`config.mk`:
```
export PLATFORM = sky130hd
export DESIGN_NAME = hsp_ctrl
export DESIGN_NICKNAME = d
export VERILOG_FILES = /design/src/rtl/core/hsp_pkg.sv /design/src/rtl/core/hsp_ctrl.sv
export SDC_FILE = /design/constraint.sdc
export NUM_CORES = 1
export LEC_CHECK = 0
export BUFFER_PORTS_ARGS = -buffer_cell sky130_fd_sc_hd__buf_2
export CAP_MARGIN = 10
export CORE_AREA = 3 3 40 42
export CTS_BUF_LIST = sky130_fd_sc_hd__clkbuf_16
export DETAILED_ROUTE_END_ITERATION = 12
export DIE_AREA = 0 0 43 45
export PLACE_DENSITY_LB_ADDON = 0.25
export SYNTH_ARGS = -nofsm -noshare
export SYNTH_HDL_FRONTEND = slang
export SYNTH_SLANG_ARGS = --single-unit
```
`constraint.sdc`:
```
create_clock -name clk_i -period 1.4 [get_ports clk_i]
set_input_delay 0.35 -clock clk_i [delete_from_list [all_inputs] [get_ports clk_i]]
set_output_delay 0.35 -clock clk_i [all_outputs]
set_load 0.05 [all_outputs]
```
`src/rtl/core/hsp_pkg.sv`:
```
// Shared types and constants for the half-sample image pyramid.
// Used by the controller, the datapath and the top level; no dependencies.
`default_nettype none

package hsp_pkg;

  // Parameter defaults
  localparam int unsigned MaxWidthDef  = 2048;
  localparam int unsigned MaxLevelsDef = 8;

  // Fixed field widths
  localparam int unsigned CfgW    = 12;  // width and height registers
  localparam int unsigned LvlCfgW = 4;   // level count register
  localparam int unsigned RowW    = 12;  // row counters follow the 12-bit height
  localparam int unsigned PixW    = 8;
  localparam int unsigned PairW   = 9;
  localparam int unsigned OutLvlW = 3;
  localparam int unsigned OutPosW = 10;
  localparam int unsigned CfgIdxW = 2;

  // Configuration register indexes
  localparam logic [CfgIdxW-1:0] RegWidth  = 2'd0;
  localparam logic [CfgIdxW-1:0] RegHeight = 2'd1;
  localparam logic [CfgIdxW-1:0] RegLevels = 2'd2;

  // Register reset values
  localparam logic [CfgW-1:0]    WidthRst  = 12'd640;
  localparam logic [CfgW-1:0]    HeightRst = 12'd480;
  localparam logic [LvlCfgW-1:0] LevelsRst = 4'd4;

  // Controller states
  typedef enum logic [1:0] {
    S_IDLE,
    S_EVAL,
    S_READ,
    S_DONE
  } state_e;

  // Controller to datapath
  typedef struct packed {
    logic load;     // take the input item, start at level 0
    logic eval;     // step the current level's filter
    logic advance;  // finish the average, move one level up
    logic emit;     // move the pending result into the output register
    logic last;     // flag for the emitted result
    logic finish;   // end of the item: apply end-of-frame clear
  } cmd_t;

  // Datapath to controller
  typedef struct packed {
    logic first_ok;  // more than one level in use
    logic next_ok;   // a level above the one just produced is in use
    logic produce;   // current level completes a 2x2 block
    logic pend;      // a result waits to be emitted
    logic out_free;  // output register can take a result
  } status_t;

endpackage

`default_nettype wire

```
`src/rtl/core/hsp_ctrl.sv`:
```
// Controller for the half-sample pyramid: walks the levels of one item.
// Depends on hsp_pkg (state_e, cmd_t, status_t).
`default_nettype none

module hsp_ctrl (
  input  wire logic            clk_i,
  input  wire logic            rst_ni,
  input  wire logic            in_valid_i,
  output logic                 in_stall_o,
  input  wire hsp_pkg::status_t st_i,
  output hsp_pkg::cmd_t        cmd_o
);

  hsp_pkg::state_e state_q, state_d;

  // State register
  always_ff @(posedge clk_i or negedge rst_ni) begin
    if (!rst_ni) begin
      state_q <= hsp_pkg::S_IDLE;
    end else begin
      state_q <= state_d;
    end
  end

  // Next state and commands
  always_comb begin
    state_d    = state_q;
    cmd_o      = '0;
    in_stall_o = 1'b1;
    case (state_q)
      hsp_pkg::S_IDLE: begin
        in_stall_o = 1'b0;
        if (in_valid_i) begin
          cmd_o.load = 1'b1;
          if (st_i.first_ok) begin
            state_d = hsp_pkg::S_EVAL;
          end
        end
      end
      hsp_pkg::S_EVAL: begin
        // hold off while a pending result cannot leave
        if (!st_i.pend || st_i.out_free) begin
          cmd_o.eval = 1'b1;
          cmd_o.emit = st_i.pend;
          cmd_o.last = !st_i.produce;
          if (st_i.produce) begin
            state_d = hsp_pkg::S_READ;
          end else begin
            cmd_o.finish = 1'b1;
            state_d      = hsp_pkg::S_IDLE;
          end
        end
      end
      hsp_pkg::S_READ: begin
        cmd_o.advance = 1'b1;
        state_d = st_i.next_ok ? hsp_pkg::S_EVAL : hsp_pkg::S_DONE;
      end
      hsp_pkg::S_DONE: begin
        if (st_i.out_free) begin
          cmd_o.emit   = 1'b1;
          cmd_o.last   = 1'b1;
          cmd_o.finish = 1'b1;
          state_d      = hsp_pkg::S_IDLE;
        end
      end
      default: begin
        state_d = hsp_pkg::S_IDLE;
      end
    endcase
  end

endmodule

`default_nettype wire

```
==> out/qor.yml <==
syn_to_final_growth_pct: 169
skew_ns: 0.000713
yosys_warnings: 0
finalMaxSlewViolations: 0
p_leak_nw: 0.242
viasPerCell: 3.83
power.density_nw_per_um2: 2970
clockPowerShare: 0.293
netlist_instances: 21
seqPwrFrac: 0.092
fin_ws_ns: -0.153
regArea_um2: 52.6
syn_area_per_cell_um2: 8.64
cts.path.max_buffers: 2
endpoint_kind: "primary output"
routedWlPerCell_um: 10.6
maxSlewHeadroom: 0.914
clock-root-buffer: "clkbuf_16"
power.switching_mw: 0.565
cts_sinks: 2
antenna_found_initial: 0
routed_wl_um: 633
combPwrFrac: 0.616
place_congestion: 0.652
grt_first_pass_wirelength_um: 917
dr_total_vias: 230
diodes: 0
placedCellCount: 53
hold_slack_ns: 0.430
holdCritPathClass: "in -> reg"
drive_gt1_frac: 0.733
grt_pass1_vias: 240
path_class: "reg -> out"
core_area_um2: 1280
post-place-ws_ns: -0.0262
largest_registers: "state_q: 2 flops"
start_kind: "flip-flop"
cts_tree: "yes"
grt.total_usage: 0.0691
ioPinCount: 15
ys_ff_latch: 2
nets: 55
rsz0062_at_grt: "true"
seq_area_frac_synth: 0.276
final_antenna_net_count: 0
critPathMaxFanout: 5
drt-initial-drc-count: 3
timing.final.crit_period_ns: 1.55
synth.net_count: 29
grt_overflow_total: 0
cts-buffers-inserted: 3
post-route-period-util: 1.11
violations: "negative setup slack"
fill_cells: 133
run_status: "finished, violations left"
worstMarginPinSlew_ns: 0.125
arrival_ns: 1.20
synth_cell_types: 17
drt-met1-wl_um: 227
syn_area_um2: 181
dieHeight_um: 45
clkTransAtPathRegs_ns: 0.03
worstPathRequired_ns: 1.05
sw_frac_of_total: 0.389
start_util: 0.141
die-area_um2: 1940
drv_cap: 0
die_w_um: 43
met3RoutedLength_um: 71
clock_latency_ns: 0.22
placementRows: 13
multi_input_area_um2: 131
setup_viol: 6
dr.pass1.iters: 4
grt_max_degree: 6
largest_register_ff_count: 2
final_cells: 60
p_int_mw: 0.886
max_freq_ghz: 0.644
largest_register: "state_q"
hold_viol_final: 0
hpwl_um: 412
final_core_utilization: 0.380
ir_drop_uv: 1180
portBuffers: 14
drcViolationCount: 0
wl_met2_um: 334
highest_layer: "met3"
ctsHtreeMaxLevel: 1
[final timing paths]
check	slack (ns)	end	from	cells past startpoint
worst max-delay path	-0.15	cmd_o[0]	state_q[1]	3
worst min-delay path	0.43	state_q[0]	st_i[4]	3
worst max register to register	0.25	state_q[1]	state_q[1]	5
worst min register to register	0.65	state_q[0]	state_q[0]	2
max in group asynchronous	0.85	state_q[0]	rst_ni	2
min in group asynchronous	0.45	state_q[1]	rst_ni	2
[power by group through the flow]
stage | clock network, mW | logic, mW | registers (mW)
after floorplan | 0 | 0.514 | 0.112
after global placement | 0 | 0.648 | 0.128
after detailed placement | 0 | 0.649 | 0.127
after CTS | 0.433 | 0.850 | 0.133
after global routing | 0.438 | 0.931 | 0.137
final | 0.425 | 0.893 | 0.133
[layout by cell type (no fill, tap or decap)]
cell	synthesis	final
mux2i_1	1	1
nor2b_4	0	1
a21oi_1	1	1
buf_2	0	7
buf_4	1	6
buf_8	0	3
nor2b_1	2	1
or2_4	1	1
nand2_1	1	1
nor2_4	0	1
dlygate4sd3_1	0	1
inv_1	2	2
o221a_4	0	1
nand3b_1	1	1
nor2_2	1	2
buf_6	1	6
dfrtp_2	0	2
clkbuf_16	0	3
a21boi_1	1	1
and3b_1	1	1
nand2b_1	1	1
a32o_1	1	1
[repair_timing]
| action | 4_1_cts | 5_1_grt |
|---|---|---|
| setup endpoints to repair | 7 | 7 |
| setup buffers | 2 | 1 |
| hold buffers | 1 | 0 |
| endpoints found under the hold margin | 2 | 0 |
| gates resized for setup | 21 | 2 |
| pin swaps | 2 | 0 |
| gates cloned | 0 | 0 |
[synth_stat cells]
| master | number | area share |
|---|---|---|
| nor2_2 | 1 | 0.035 |
| a21boi_1 | 1 | 0.041 |
| a32o_1 | 1 | 0.055 |
| mux2i_1 | 1 | 0.055 |
| buf_6 | 1 | 0.062 |
| inv_1 | 2 | 0.041 |
| or2_4 | 1 | 0.048 |
| nand2b_1 | 1 | 0.035 |
| a21oi_1 | 1 | 0.028 |
| nor2b_1 | 2 | 0.069 |
| nand2_1 | 1 | 0.021 |
| nand3b_1 | 1 | 0.041 |
| dfrtp_1 | 2 | 0.28 |
| and3b_1 | 1 | 0.048 |
| buf_4 | 1 | 0.041 |
| nor2_1 | 2 | 0.041 |
| o221a_1 | 1 | 0.062 |
[per-layer routing]
metal	vias to the layer above	track usage
li1	119	-
met2	12	0.105
met4	0	0.0542
met5	-	0
met3	0	0.0438
met1	99	0.0675
[metrics by stage]
step | power [mW] | instance area [um2] | TNS, ns
3_5_place_dp | 0.775 | 308 | -0.0487
5_1_grt | 1.51 | 488 | -0.819
3_3_place_gp | 0.777 | 308 | -0.0602
2_1_floorplan | 0.626 | 200 | -0.152
4_1_cts | 1.42 | 472 | -0.637
6_report | 1.45 | 488 | -0.618
[worst max-delay path: stages, from the launching register on]
cell     delay (ns)
dfrtp_2        0.44
buf_6          0.13
o221a_4        0.27
buf_8          0.15
[layout make-up]
| class | count | area share |
|---|---|---|
| well taps | 15 | 0.0385 |
| repair buffers | 23 | 0.415 |
| clock buffers | 3 | 0.154 |
| flip-flops and latches | 2 | 0.108 |
| inverters | 2 | 0.0154 |
| multi-input cells | 15 | 0.269 |
[cells by family after synthesis]
group                  count (synthesis)  share of synthesized area
AND/OR/NAND/NOR                       10                      0.338
buffers and inverters                  4                      0.145
multiplexers                           1                     0.0552
flip-flops                             2                      0.276
AO/OA/AOI/OAI                          4                      0.186
(Power assumes the default switching activity.)
